==> config.mk <==
export PLATFORM = sky130hd
export DESIGN_NAME = pixel_shuffle_address_gen
export DESIGN_NICKNAME = d
export VERILOG_FILES = /design/src/rtl/psag_pkg.sv /design/src/rtl/pixel_shuffle_address_gen.sv /design/src/rtl/psag_front.sv /design/src/rtl/psag_fifo.sv /design/src/rtl/psag_back.sv
export SDC_FILE = /design/constraint.sdc
export NUM_CORES = 2
export LEC_CHECK = 0
export BUFFER_PORTS_ARGS = -buffer_cell sky130_fd_sc_hd__buf_2
export CELL_PAD_IN_SITES_DETAIL_PLACEMENT = 0
export CELL_PAD_IN_SITES_GLOBAL_PLACEMENT = 1
export CORE_AREA = 2 2 288 403
export CTS_CLUSTER_SIZE = 20
export DETAILED_ROUTE_END_ITERATION = 16
export DIE_AREA = 0 0 290 405
export PLACE_DENSITY = 0.92
export SLEW_MARGIN = 25
export SYNTH_ARGS = -nofsm -noshare
export SYNTH_HDL_FRONTEND = slang
export SYNTH_SLANG_ARGS = --single-unit
==> constraint.sdc <==
create_clock -name clk_i -period 7.4 [get_ports clk_i]
set_clock_uncertainty 0.1 [all_clocks]
set_input_delay 0.37 -clock clk_i [delete_from_list [all_inputs] [get_ports clk_i]]
set_output_delay 0.37 -clock clk_i [all_outputs]
set_load 0.005 [all_outputs]
==> src/rtl/psag_pkg.sv <==
`default_nettype none
package psag_pkg;

  // Size limits of the tensor walk
  localparam int MAX_BATCH    = 16;
  localparam int MAX_DIM      = 256;
  localparam int MAX_CHANNELS = 1024;
  localparam int MAX_FACTOR   = 8;

  // Register and field widths
  localparam int BATCH_W    = 5;
  localparam int DIM_W      = 9;
  localparam int CHAN_W     = 11;
  localparam int FACTOR_W   = 4;
  localparam int OUT_DIM_W  = 12;
  localparam int BYTE_W     = 8;
  localparam int IDX_W      = 30;
  localparam int STATUS_W   = 2;
  localparam int CFG_IDX_W  = 3;
  localparam int CFG_DATA_W = 12;

  // Position counter widths
  localparam int BPOS_W = $clog2(MAX_BATCH);
  localparam int DPOS_W = $clog2(MAX_DIM);
  localparam int CPOS_W = $clog2(MAX_CHANNELS);
  localparam int SUB_W  = $clog2(MAX_FACTOR);

  // Derived size widths
  localparam int RR_W     = 2 * FACTOR_W;
  localparam int OH_W     = DIM_W + FACTOR_W;
  localparam int STRIDE_W = OH_W + CHAN_W;
  localparam int COORD_W  = DPOS_W + FACTOR_W + 1;

  typedef enum logic [STATUS_W-1:0] {
    STATUS_OK,
    STATUS_BAD_CFG,
    STATUS_CHAN_RANGE
  } status_e;

  typedef enum logic [CFG_IDX_W-1:0] {
    CFG_BATCH_COUNT,
    CFG_IN_HEIGHT,
    CFG_IN_WIDTH,
    CFG_IN_CHANNELS,
    CFG_UPSCALE_FACTOR,
    CFG_OUT_HEIGHT,
    CFG_OUT_WIDTH,
    CFG_OUT_CHANNELS
  } cfg_idx_e;

  // Effective sizes and strides seen by the front and back
  typedef struct packed {
    logic [BATCH_W-1:0]  nb;
    logic [DIM_W-1:0]    nh;
    logic [DIM_W-1:0]    nw;
    logic [CHAN_W-1:0]   nc;
    logic [FACTOR_W-1:0] r;
    logic [CHAN_W-1:0]   oc;
    logic                ok;
    logic [STRIDE_W-1:0] stride;
    logic [IDX_W-1:0]    plane;
  } cfg_t;

  // Classified item travelling from front to back
  typedef struct packed {
    logic [BYTE_W-1:0] data;
    status_e           status;
    logic              last;
    logic [BPOS_W-1:0] batch;
    logic [DPOS_W-1:0] row;
    logic [DPOS_W-1:0] col;
    logic [SUB_W-1:0]  sub_h;
    logic [SUB_W-1:0]  sub_w;
    logic [CPOS_W-1:0] cc;
  } item_t;

endpackage
`default_nettype wire

==> src/rtl/pixel_shuffle_address_gen.sv <==
// Pixel shuffle (depth to space) address generator for NHWC tensors.
// Input channel: in_valid_i / in_stall_o with pixel_byte_i, one tensor byte
// per item in NHWC order. Output channel: out_valid_o / out_stall_i with
// dest_index_o, data_byte_o, status_o and last_o, one result per item.
// An item moves when valid is high and stall is low at a rising edge.
// Sizes are written through cfg_we_i / cfg_idx_i / cfg_wdata_i while the
// block is idle; any write restarts the tensor walk at its first element.
// Throughput is one item per cycle while nothing stalls. Each item passes
// through the two-entry queue, then the coordinate, product and sum
// stages of the back pipe, the last being the output reg.
// After reset and after each configuration write the input is stalled
// while the derived strides and size checks are registered.
// While the receiver stalls, the output item holds, the back pipe freezes
// and the queue absorbs up to two items before the input is stalled.
// Status 1 flags a bad factor or size mismatch, status 2 a channel beyond
// the output channel range; both give index zero.
`default_nettype none
module pixel_shuffle_address_gen (
  input  wire                             clk_i,
  input  wire                             rst_ni,
  input  wire                             cfg_we_i,
  input  wire  [psag_pkg::CFG_IDX_W-1:0]  cfg_idx_i,
  input  wire  [psag_pkg::CFG_DATA_W-1:0] cfg_wdata_i,
  input  wire                             in_valid_i,
  output logic                            in_stall_o,
  input  wire  [psag_pkg::BYTE_W-1:0]     pixel_byte_i,
  output logic                            out_valid_o,
  input  wire                             out_stall_i,
  output logic [psag_pkg::IDX_W-1:0]      dest_index_o,
  output logic [psag_pkg::BYTE_W-1:0]     data_byte_o,
  output logic [psag_pkg::STATUS_W-1:0]   status_o,
  output logic                            last_o
);
  import psag_pkg::*;

  localparam int OCM_W = CHAN_W + RR_W + 1;

  logic [BATCH_W-1:0]   batch_count_q;
  logic [DIM_W-1:0]     in_height_q, in_width_q;
  logic [CHAN_W-1:0]    in_channels_q;
  logic [FACTOR_W-1:0]  upscale_factor_q;
  logic [OUT_DIM_W-1:0] out_height_q, out_width_q;
  logic [CHAN_W-1:0]    out_channels_q;

  logic [BATCH_W-1:0]   nb;
  logic [DIM_W-1:0]     nh, nw;
  logic [CHAN_W-1:0]    nc;
  logic                 r_ok;
  logic [OCM_W-1:0]     oc_lo, oc_hi;
  logic [OH_W+STRIDE_W-1:0] plane_full;

  logic [RR_W-1:0]      rr_q;
  logic [OH_W-1:0]      oh_q, ow_q;
  logic                 ok_q;
  logic [STRIDE_W-1:0]  stride_q;
  logic [IDX_W-1:0]     plane_q;

  cfg_t  cfg;
  item_t push_item, pop_item;
  logic  push, pop, full, empty;

  // Configuration registers
  always_ff @(posedge clk_i or negedge rst_ni) begin
    if (!rst_ni) begin
      batch_count_q    <= BATCH_W'(1);
      in_height_q      <= DIM_W'(1);
      in_width_q       <= DIM_W'(1);
      in_channels_q    <= CHAN_W'(1);
      upscale_factor_q <= FACTOR_W'(1);
      out_height_q     <= OUT_DIM_W'(1);
      out_width_q      <= OUT_DIM_W'(1);
      out_channels_q   <= CHAN_W'(1);
    end else if (cfg_we_i) begin
      case (cfg_idx_e'(cfg_idx_i))
        CFG_BATCH_COUNT:    batch_count_q    <= cfg_wdata_i[BATCH_W-1:0];
        CFG_IN_HEIGHT:      in_height_q      <= cfg_wdata_i[DIM_W-1:0];
        CFG_IN_WIDTH:       in_width_q       <= cfg_wdata_i[DIM_W-1:0];
        CFG_IN_CHANNELS:    in_channels_q    <= cfg_wdata_i[CHAN_W-1:0];
        CFG_UPSCALE_FACTOR: upscale_factor_q <= cfg_wdata_i[FACTOR_W-1:0];
        CFG_OUT_HEIGHT:     out_height_q     <= cfg_wdata_i[OUT_DIM_W-1:0];
        CFG_OUT_WIDTH:      out_width_q      <= cfg_wdata_i[OUT_DIM_W-1:0];
        CFG_OUT_CHANNELS:   out_channels_q   <= cfg_wdata_i[CHAN_W-1:0];
        default: ;
      endcase
    end
  end

  // Clamp sizes: zero acts as one, oversize acts as the limit
  assign nb = (batch_count_q == '0) ? BATCH_W'(1) :
              (batch_count_q > MAX_BATCH) ? BATCH_W'(MAX_BATCH) : batch_count_q;
  assign nh = (in_height_q == '0) ? DIM_W'(1) :
              (in_height_q > MAX_DIM) ? DIM_W'(MAX_DIM) : in_height_q;
  assign nw = (in_width_q == '0) ? DIM_W'(1) :
              (in_width_q > MAX_DIM) ? DIM_W'(MAX_DIM) : in_width_q;
  assign nc = (in_channels_q == '0) ? CHAN_W'(1) :
              (in_channels_q > MAX_CHANNELS) ? CHAN_W'(MAX_CHANNELS) : in_channels_q;
  assign r_ok = (upscale_factor_q != '0) && (upscale_factor_q <= MAX_FACTOR);

  // Output channels match when oc*rr <= nc < (oc+1)*rr
  assign oc_lo = OCM_W'(out_channels_q) * OCM_W'(rr_q);
  assign oc_hi = (OCM_W'(out_channels_q) + 1'b1) * OCM_W'(rr_q);
  assign plane_full = (OH_W+STRIDE_W)'(oh_q) * (OH_W+STRIDE_W)'(stride_q);

  // Derive strides and the size check over three register stages
  always_ff @(posedge clk_i) begin
    rr_q     <= RR_W'(upscale_factor_q) * RR_W'(upscale_factor_q);
    oh_q     <= OH_W'(nh) * OH_W'(upscale_factor_q);
    ow_q     <= OH_W'(nw) * OH_W'(upscale_factor_q);
    ok_q     <= r_ok && (oh_q == OH_W'(out_height_q)) && (ow_q == OH_W'(out_width_q))
                && (oc_lo <= OCM_W'(nc)) && (OCM_W'(nc) < oc_hi);
    stride_q <= STRIDE_W'(ow_q) * STRIDE_W'(out_channels_q);
    plane_q  <= plane_full[IDX_W-1:0];
  end

  always_comb begin
    cfg.nb     = nb;
    cfg.nh     = nh;
    cfg.nw     = nw;
    cfg.nc     = nc;
    cfg.r      = upscale_factor_q;
    cfg.oc     = out_channels_q;
    cfg.ok     = ok_q;
    cfg.stride = stride_q;
    cfg.plane  = plane_q;
  end

  psag_front u_front (
    .clk_i        (clk_i),
    .rst_ni       (rst_ni),
    .cfg_i        (cfg),
    .restart_i    (cfg_we_i),
    .in_valid_i   (in_valid_i),
    .in_stall_o   (in_stall_o),
    .pixel_byte_i (pixel_byte_i),
    .full_i       (full),
    .push_o       (push),
    .item_o       (push_item)
  );

  psag_fifo u_fifo (
    .clk_i   (clk_i),
    .rst_ni  (rst_ni),
    .push_i  (push),
    .item_i  (push_item),
    .full_o  (full),
    .pop_i   (pop),
    .empty_o (empty),
    .item_o  (pop_item)
  );

  psag_back u_back (
    .clk_i        (clk_i),
    .rst_ni       (rst_ni),
    .cfg_i        (cfg),
    .empty_i      (empty),
    .item_i       (pop_item),
    .pop_o        (pop),
    .out_valid_o  (out_valid_o),
    .out_stall_i  (out_stall_i),
    .dest_index_o (dest_index_o),
    .data_byte_o  (data_byte_o),
    .status_o     (status_o),
    .last_o       (last_o)
  );

`ifndef SYNTHESIS
  assert property (@(posedge clk_i) disable iff (!rst_ni)
    cfg_we_i |=> in_stall_o)
    else $error("input taken right after a configuration write");

  assert property (@(posedge clk_i) disable iff (!rst_ni)
    (out_valid_o && (status_o != STATUS_OK)) |-> (dest_index_o == '0))
    else $error("flagged item carries a non-zero index");

  assert property (@(posedge clk_i) disable iff (!rst_ni)
    out_valid_o |-> (status_o == STATUS_OK || status_o == STATUS_BAD_CFG
                     || status_o == STATUS_CHAN_RANGE))
    else $error("undefined status code on the output");
`endif

endmodule
`default_nettype wire

==> src/rtl/psag_front.sv <==
`default_nettype none
module psag_front (
  input  wire               clk_i,
  input  wire               rst_ni,
  input  wire psag_pkg::cfg_t cfg_i,
  input  wire               restart_i,
  input  wire               in_valid_i,
  output logic              in_stall_o,
  input  wire  [7:0]        pixel_byte_i,
  input  wire               full_i,
  output logic              push_o,
  output psag_pkg::item_t   item_o
);
  import psag_pkg::*;

  localparam logic [1:0] SETTLE_CYCLES = 2'd3;

  logic [1:0]        settle_q, settle_d;
  logic [BPOS_W-1:0] batch_q, batch_d;
  logic [DPOS_W-1:0] row_q, row_d;
  logic [DPOS_W-1:0] col_q, col_d;
  logic [CPOS_W-1:0] chan_q, chan_d;
  logic [SUB_W-1:0]  sub_h_q, sub_h_d;
  logic [SUB_W-1:0]  sub_w_q, sub_w_d;
  logic [CPOS_W-1:0] cc_q, cc_d;

  logic [BATCH_W-1:0] batch_nx;
  logic [DIM_W-1:0]   row_nx, col_nx;
  logic [CHAN_W-1:0]  chan_nx;
  logic               chan_wrap, col_wrap, row_wrap, batch_wrap;
  logic               sub_w_wrap, sub_h_wrap;
  status_e            status;

  // Hold off items while sizes settle and while the queue is full
  assign in_stall_o = full_i || (settle_q != '0);
  assign push_o     = in_valid_i && !in_stall_o;

  // Next positions and wrap flags
  assign chan_nx    = CHAN_W'(chan_q) + 1'b1;
  assign col_nx     = DIM_W'(col_q) + 1'b1;
  assign row_nx     = DIM_W'(row_q) + 1'b1;
  assign batch_nx   = BATCH_W'(batch_q) + 1'b1;
  assign chan_wrap  = chan_nx >= cfg_i.nc;
  assign col_wrap   = col_nx >= cfg_i.nw;
  assign row_wrap   = row_nx >= cfg_i.nh;
  assign batch_wrap = batch_nx >= cfg_i.nb;
  assign sub_w_wrap = (FACTOR_W'(sub_w_q) + 1'b1) == cfg_i.r;
  assign sub_h_wrap = (FACTOR_W'(sub_h_q) + 1'b1) == cfg_i.r;

  // Classify the item
  always_comb begin
    if (!cfg_i.ok) begin
      status = STATUS_BAD_CFG;
    end else if (CHAN_W'(cc_q) >= cfg_i.oc) begin
      status = STATUS_CHAN_RANGE;
    end else begin
      status = STATUS_OK;
    end
  end

  always_comb begin
    item_o.data   = pixel_byte_i;
    item_o.status = status;
    item_o.last   = batch_wrap && row_wrap && col_wrap && chan_wrap;
    item_o.batch  = batch_q;
    item_o.row    = row_q;
    item_o.col    = col_q;
    item_o.sub_h  = sub_h_q;
    item_o.sub_w  = sub_w_q;
    item_o.cc     = cc_q;
  end

  // Advance the tensor walk
  always_comb begin
    settle_d = settle_q;
    batch_d  = batch_q;
    row_d    = row_q;
    col_d    = col_q;
    chan_d   = chan_q;
    sub_h_d  = sub_h_q;
    sub_w_d  = sub_w_q;
    cc_d     = cc_q;
    if (settle_q != '0) begin
      settle_d = settle_q - 1'b1;
    end
    if (restart_i) begin
      settle_d = SETTLE_CYCLES;
      batch_d  = '0;
      row_d    = '0;
      col_d    = '0;
      chan_d   = '0;
      sub_h_d  = '0;
      sub_w_d  = '0;
      cc_d     = '0;
    end else if (push_o) begin
      if (chan_wrap) begin
        chan_d  = '0;
        sub_h_d = '0;
        sub_w_d = '0;
        cc_d    = '0;
        if (col_wrap) begin
          col_d = '0;
          if (row_wrap) begin
            row_d   = '0;
            batch_d = batch_wrap ? '0 : batch_nx[BPOS_W-1:0];
          end else begin
            row_d = row_nx[DPOS_W-1:0];
          end
        end else begin
          col_d = col_nx[DPOS_W-1:0];
        end
      end else begin
        chan_d = chan_nx[CPOS_W-1:0];
        if (sub_w_wrap) begin
          sub_w_d = '0;
          if (sub_h_wrap) begin
            sub_h_d = '0;
            cc_d    = cc_q + 1'b1;
          end else begin
            sub_h_d = sub_h_q + 1'b1;
          end
        end else begin
          sub_w_d = sub_w_q + 1'b1;
        end
      end
    end
  end

  always_ff @(posedge clk_i or negedge rst_ni) begin
    if (!rst_ni) begin
      settle_q <= SETTLE_CYCLES;
      batch_q  <= '0;
      row_q    <= '0;
      col_q    <= '0;
      chan_q   <= '0;
      sub_h_q  <= '0;
      sub_w_q  <= '0;
      cc_q     <= '0;
    end else begin
      settle_q <= settle_d;
      batch_q  <= batch_d;
      row_q    <= row_d;
      col_q    <= col_d;
      chan_q   <= chan_d;
      sub_h_q  <= sub_h_d;
      sub_w_q  <= sub_w_d;
      cc_q     <= cc_d;
    end
  end

endmodule
`default_nettype wire

==> src/rtl/psag_fifo.sv <==
`default_nettype none
module psag_fifo (
  input  wire              clk_i,
  input  wire              rst_ni,
  input  wire              push_i,
  input  wire psag_pkg::item_t item_i,
  output logic             full_o,
  input  wire              pop_i,
  output logic             empty_o,
  output psag_pkg::item_t  item_o
);
  import psag_pkg::*;

  item_t       mem_q [2];
  logic        wr_ptr_q, rd_ptr_q;
  logic [1:0]  count_q;

  assign full_o  = count_q == 2'd2;
  assign empty_o = count_q == 2'd0;
  assign item_o  = mem_q[rd_ptr_q];

  // Store pushed items
  always_ff @(posedge clk_i) begin
    if (push_i) begin
      mem_q[wr_ptr_q] <= item_i;
    end
  end

  // Track pointers and fill level
  always_ff @(posedge clk_i or negedge rst_ni) begin
    if (!rst_ni) begin
      wr_ptr_q <= 1'b0;
      rd_ptr_q <= 1'b0;
      count_q  <= 2'd0;
    end else begin
      if (push_i) begin
        wr_ptr_q <= !wr_ptr_q;
      end
      if (pop_i) begin
        rd_ptr_q <= !rd_ptr_q;
      end
      if (push_i && !pop_i) begin
        count_q <= count_q + 2'd1;
      end else if (pop_i && !push_i) begin
        count_q <= count_q - 2'd1;
      end
    end
  end

endmodule
`default_nettype wire

==> src/rtl/psag_back.sv <==
`default_nettype none
module psag_back (
  input  wire              clk_i,
  input  wire              rst_ni,
  input  wire psag_pkg::cfg_t  cfg_i,
  input  wire              empty_i,
  input  wire psag_pkg::item_t item_i,
  output logic             pop_o,
  output logic             out_valid_o,
  input  wire              out_stall_i,
  output logic [29:0]      dest_index_o,
  output logic [7:0]       data_byte_o,
  output logic [1:0]       status_o,
  output logic             last_o
);
  import psag_pkg::*;

  typedef struct packed {
    logic [BYTE_W-1:0]  data;
    status_e            status;
    logic               last;
    logic [BPOS_W-1:0]  batch;
    logic [COORD_W-1:0] y;
    logic [COORD_W-1:0] x;
    logic [CPOS_W-1:0]  cc;
  } coord_t;

  typedef struct packed {
    logic [BYTE_W-1:0] data;
    status_e           status;
    logic              last;
    logic [IDX_W-1:0]  t_batch;
    logic [IDX_W-1:0]  t_row;
    logic [IDX_W-1:0]  t_col;
  } term_t;

  logic             en;
  logic             s1_v_q, s2_v_q, out_v_q;
  coord_t           s1_q, s1_d;
  term_t            s2_q, s2_d;
  logic [IDX_W-1:0] idx_q, idx_d;
  logic [BYTE_W-1:0] data_q;
  status_e          status_q;
  logic             last_q;

  // Advance the whole pipe unless the output holds a stalled item
  assign en    = !out_v_q || !out_stall_i;
  assign pop_o = en && !empty_i;

  // Output row and column
  always_comb begin
    s1_d.data   = item_i.data;
    s1_d.status = item_i.status;
    s1_d.last   = item_i.last;
    s1_d.batch  = item_i.batch;
    s1_d.y      = COORD_W'(item_i.row) * COORD_W'(cfg_i.r) + COORD_W'(item_i.sub_h);
    s1_d.x      = COORD_W'(item_i.col) * COORD_W'(cfg_i.r) + COORD_W'(item_i.sub_w);
    s1_d.cc     = item_i.cc;
  end

  // Strided terms of the linear index
  always_comb begin
    s2_d.data    = s1_q.data;
    s2_d.status  = s1_q.status;
    s2_d.last    = s1_q.last;
    s2_d.t_batch = IDX_W'(s1_q.batch) * cfg_i.plane;
    s2_d.t_row   = IDX_W'(s1_q.y) * IDX_W'(cfg_i.stride);
    s2_d.t_col   = IDX_W'(s1_q.x) * IDX_W'(cfg_i.oc) + IDX_W'(s1_q.cc);
  end

  // Sum the terms; drop the index for flagged items
  assign idx_d = (s2_q.status == STATUS_OK) ?
                 (s2_q.t_batch + s2_q.t_row + s2_q.t_col) : '0;

  always_ff @(posedge clk_i or negedge rst_ni) begin
    if (!rst_ni) begin
      s1_v_q  <= 1'b0;
      s2_v_q  <= 1'b0;
      out_v_q <= 1'b0;
    end else if (en) begin
      s1_v_q  <= pop_o;
      s2_v_q  <= s1_v_q;
      out_v_q <= s2_v_q;
    end
  end

  always_ff @(posedge clk_i) begin
    if (en) begin
      s1_q     <= s1_d;
      s2_q     <= s2_d;
      idx_q    <= idx_d;
      data_q   <= s2_q.data;
      status_q <= s2_q.status;
      last_q   <= s2_q.last;
    end
  end

  assign out_valid_o  = out_v_q;
  assign dest_index_o = idx_q;
  assign data_byte_o  = data_q;
  assign status_o     = status_q;
  assign last_o       = last_q;

endmodule
`default_nettype wire

After elaboration in Yosys (flattened, before gate mapping)
Memory sizes are Yosys's and may differ from the RTL's.
Cells that the tools add are included.
Storage, ports and cells
  register bits after elaboration: 410
  RAM bits: 94
  output and inout port bits: 43
  memories kept: 1
Operators by class
  muxes and demuxes: 48
  eq/ne operators: 12
  $mul: 12
  reductions and logical operators: 52
  $lt $le $gt $ge: 12
  add/sub/neg operators: 18
Memory list
  u_fifo.mem_q: depth 2, bits a word 47, rd ports 1, clocked after Yosys merged registers in 0, wr ports 1, line psag_fifo.sv:14  | item_t mem_q [2];
Operators by type and width (number)
  2-to-1 mux 10 bit: 8
  2-to-1 mux 8 bit: 9
  adder 30 bit: 2
  multiplier 13 x 24 -> 30 bit: 2
  multiplier 13 x 11 -> 24 bit: 2
  2-to-1 mux 9 bit: 4
  multiplier 4 x 30 -> 30 bit: 1
  2-to-1 mux 3 bit: 9
  adder 12 x 3 -> 13 bit: 2
  == test 13 x 12 -> 1 bit: 2
  multiplier 9 x 4 -> 13 bit: 2
  adder 24 x 10 -> 25 bit: 1
  multiplier 8 x 4 -> 12 bit: 2
  2-to-1 mux 4 bit: 6
  2-to-1 mux 11 bit: 2
  < comparator 11 x 20 -> 1 bit: 1
  multiplier 12 x 8 -> 20 bit: 1
  AND reduction 2 bit: 10
  less-or-equal comparator 19 x 11 -> 1 bit: 1
  multiplier 11 x 8 -> 19 bit: 1
  adder 8 x 1 -> 9 bit, second input constant: 2
  >= comparator 9 bit: 2
  > comparator 9 bit, second input constant: 2
  logical NOT 9 bit: 2
  35 further kinds: 78

Logic depth before layout (Yosys ltp)
  word-level depth: 10
  gate-level depth with buffers: 24
  depth with buffers taken out: 23

Hierarchy
From an unflattened synthesis, not the netlist that was laid out.
Unflattened totals
  cells, all modules: 6192
  area, all modules: 60952.2 um^2
Modules (own cells, without submodules)
  psag_back: cells each 2735, area each 26805.7 um^2, sequential area each 5720.5 um^2, instances 1
  pixel_shuffle_address_gen: cells each 2839, area each 26407.8 um^2, sequential area each 3598.5 um^2, instances 1
  psag_front: cells each 456, area each 4081.4 um^2, sequential area each 1203.7 um^2, instances 1
  psag_fifo: cells each 162, area each 3657.3 um^2, sequential area each 2922.8 um^2, instances 1

Worst setup path after synthesis
No wires, ideal clock.
  kind: register to register
  start point: register u_back.out_v_q (netlist: u_back.out_valid_o)
  end point: register u_fifo.count_q[1]
  data required time: 7.220 ns
  cell stages (with the launch flop): 6
  buffers on the path: 0
  setup slack: 0.915 ns
  arrival: 6.305 ns
  clock period less this slack: 6.485 ns
  cells stage by stage: dfrtp_1 > nand2_1 > o21ai_0 > ha_1 > nor2_1 > xnor2_1
On the way
  word-level cells in the longest chain between the ends: 6
Ends and longest elaborated chain
  start, declared: line psag_back.sv:38  | logic s1_v_q, s2_v_q, out_v_q;
  start signal, assigned: line psag_back.sv:83  | out_v_q <= s2_v_q;
  logical NOT 1 bit (*): line psag_back.sv:47  | assign en = !out_v_q || !out_stall_i;
  logical OR 1 bit (*): line psag_back.sv:47
  via u_back.en: line psag_back.sv:37  | logic en;
  logical AND 1 bit (*): line psag_back.sv:48  | assign pop_o = en && !empty_i;
  logical NOT 1 bit: line psag_fifo.sv:42  | if (push_i && !pop_i) begin
  logical AND 1 bit: line psag_fifo.sv:42
  2-to-1 mux 2 bit or nonzero test 2 bit (tied branches)
  end signal, assigned: line psag_fifo.sv:43  | count_q <= count_q + 2'd1;
  end signal, assigned: line psag_fifo.sv:45  | count_q <= count_q - 2'd1;
  end, declared: line psag_fifo.sv:16  | logic [1:0] count_q;
Mark *: on every way through the listed nets, which the timed path passes. The rest lies on a longest branch.
A chain may end at the register's enable or synchronous reset.

Worst setup path after layout
  start point: register stride_q[5]
  end point: register plane_q[29]
On the way
  word-level cells in the longest chain between the ends: 1
Ends and longest elaborated chain
  start, declared: line pixel_shuffle_address_gen.sv:55  | logic [STRIDE_W-1:0] stride_q;
  start signal, assigned: line pixel_shuffle_address_gen.sv:111  | stride_q <= STRIDE_W'(ow_q) * STRIDE_W'(out_channels_q);
  multiplier 13 x 24 -> 30 bit: line pixel_shuffle_address_gen.sv:102  | assign plane_full = (OH_W+STRIDE_W)'(oh_q) * (OH_W+STRIDE_W)'(stride_q);
  via plane_full[29]: line pixel_shuffle_address_gen.sv:50  | logic [OH_W+STRIDE_W-1:0] plane_full;
  end signal, assigned: line pixel_shuffle_address_gen.sv:112  | plane_q <= plane_full[IDX_W-1:0];
  end, declared: line pixel_shuffle_address_gen.sv:56  | logic [IDX_W-1:0] plane_q;
The timed path passes the listed nets, and every way through them passes these cells.

==> out/metrics.cfg <==
[status]
status=completed

[synth]
synth_top_cell_by_area=fa_1
syn_avg_cell_area_um2=9.86
async_reset_ff_frac=0.257
synth.yosys.warnings=0
synth.area.top_cells=fa_1, edfxtp_1, ha_1
syn_area_mm2=0.0599
yosysMostFrequentCell=inv_1
synth_seq_cells=498
synthCells=6074
synth_top_cell_area_share=0.298
synth_edf_count=282
synth_common_cells=inv_1, fa_1, nand2_1, ha_1, and2_1
synth_cell_types=83
synth_flop_cell=edfxtp_1
yosysSeqAreaShare=0.224

[critical_path]
worstPathArrival_ns=6.99
required_ns=7.91
endpoint_kind=flip-flop
path_max_fanout=26
rrSetupSlack_ns=0.93
cp-start-kind=flip-flop
path_class=reg2reg

[layout]
multiInputGateArea_mm2=0.0419
fill_cells=9784
regArea_mm2=0.0135
finalNonFillerCells=7592
drive_gt1_frac=0.0670
synthToLayoutAreaGrowth_pct=6.69
nets=7532
stdcell_area_mm2=0.0639
fin_util=0.560

[clock_tree]
clk_pin_slew_ns=0.06
cts.sinks=498
cts-root-buf=clkbuf_16
clk_latency_ns=0.68
cts_buffer_depth=3
cts_tree=yes
htreeDepth=2
postCtsSetupBuffers=0
holdBufCountCts=13
cts_buffers=56
postCtsResizedCells=0

[floorplanning]
design.die.area_mm2=0.117
start_util=0.524
die_w_um=290
die_h_um=405
num_io_pins=71
core_mm2=0.114
rows=147

[detailed_routing]
drt_pass1_iterations=5
drc=0
drtIter0Drc=2312
wl_mm=142
wl_per_cell_um=18.7
antenna_left=0
vias_per_cell=5.48
num_vias=41620

[placement]
hpwl_mm=113
place_congestion=0.930
dp_cells=7471
port_buffers=70
dpl-instance-area_mm2=0.0618

[job]
drv_cap=0

[sta]
post-route-period-util=0.875
hold_viol_final=0
max_slew_margin=0.269
report.final.slew_viol_count=0
setup_violations=0
worst_pin_slew_ns=1.10
final.min_clock_period_ns=6.47
timing.fmax_ghz=0.155
fin_tns_setup_ns=0
rsz0062_at_grt=no

[global_routing]
grt.overflow.total=0
grt_pass1_wl_mm=231
grt_usage=0.247
grt_max_degree=140
grt_pass1_vias=44435
antenna_found_initial=5

[worst_hold_path]
hp-class=in2reg

==> metal layers <==
metal  vias up  share of wire  routed length, um  global-route usage
met1     21046           0.38              54300               0.284
met3       334          0.053               7530              0.0358
li1      19091              -                  -                   -
met5         -       0.000049                  7                   0
met2      1147           0.52              73500               0.456
met4         2          0.049               6930               0.112
==> per-stage QoR <==
step                      setup slack, ns  hold WS [ns]
after detailed placement            0.955         0.306
after CTS                           0.976       0.00187
final                               0.928        0.0526
after global placement              0.955         0.301
after floorplan                     0.915       -0.0256
after global routing                0.519       0.00794
==> final cells by class <==
class / count / share of cell area
Antenna cell: 1 / 0.0000392
Clock buffer: 73 / 0.0244
Clock inverter: 33 / 0.00587
Inverter: 981 / 0.0576
Multi-Input combinational cell: 4354 / 0.655
Sequential cell: 498 / 0.210
Tap cell: 1490 / 0.0292
Timing Repair Buffer: 162 / 0.0170
==> cells by family (layout without fill, tap and decap cells) <==
kind of cell / after synthesis / count (layout) / synth area share
AOI/OAI and AO/OA: 588 / 588 / 0.0650
xor gates and xnor gates: 288 / 288 / 0.0421
adders and majority gates: 1451 / 1451 / 0.415
buffers and inverters: 1233 / 1249 / 0.0773
DFF: 498 / 498 / 0.224
muxes: 120 / 120 / 0.0224
other: 2 / 14 / 0.000125
and+or+nand+nor: 1894 / 1894 / 0.154
==> cells in the final DEF (no fill, tap or decap), types with 52 or more instances in the layout <==
cell,n
a21o_1,83
a21oi_1,165
and2_1,498
buf_2,69
buf_4,78
clkbuf_16,58
dfrtp_1,115
dfxtp_1,87
edfxtp_1,282
fa_1,893
ha_1,558
inv_1,980
mux2_2,112
nand2_1,874
nand2b_1,52
nand3_1,55
nor2_1,149
nor2b_1,96
o21ai_0,115
xnor2_1,204
xor2_1,84
==> path summary, 6_finish.rpt <==
check,startpoint,endpoint,depth (start not counted)
hold reg to reg,u_back.s2_q[99],u_back.data_byte_o[6],0
hold / removal,cfg_wdata_i[8],in_width_q[8],3
min in group asynchronous,rst_ni,in_height_q[8],2
max in group asynchronous,rst_ni,upscale_factor_q[1],3
setup reg to reg,stride_q[5],plane_q[29],19
setup / recovery,stride_q[5],plane_q[29],19
==> sequential cells by signal, summed over array words and instances (netlist names), 4 cells and up <==
name / count
u_back.s2_q: 96
u_fifo.mem_q: 94
stride_q: 24
ow_q: 13
plane_q: 30
oh_q: 13
out_width_q: 12
u_front.batch_q: 4
u_front.col_q: 8
batch_count_q: 5
u_back.s1_q: 51
in_channels_q: 11
u_front.cc_q: 10
out_height_q: 12
u_back.dest_index_o: 30
u_front.chan_q: 10
upscale_factor_q: 4
rr_q: 7
in_height_q: 9
u_front.row_q: 8
out_channels_q: 11
u_back.data_byte_o: 8
in_width_q: 9
==> critical path, stage by stage (launching register included) <==
cell and delay, ns:
dfxtp_1 0.99, nand2_1 0.16, fa_1 0.53, inv_1 0.05, fa_1 0.49, inv_1 0.05
fa_1 0.53, inv_1 0.05, fa_1 0.52, fa_1 0.44, ha_1 0.40, a211o_1 0.34
or3_1 0.33, a31oi_2 0.30, o21ai_1 0.23, a21oi_2 0.33, o211a_1 0.22, o21bai_1 0.07
a21oi_1 0.17, xnor2_1 0.13
Power is left out: the tool's default activity adds up to more than one toggle a clock period on the data nets, which glitch-free logic cannot reach.
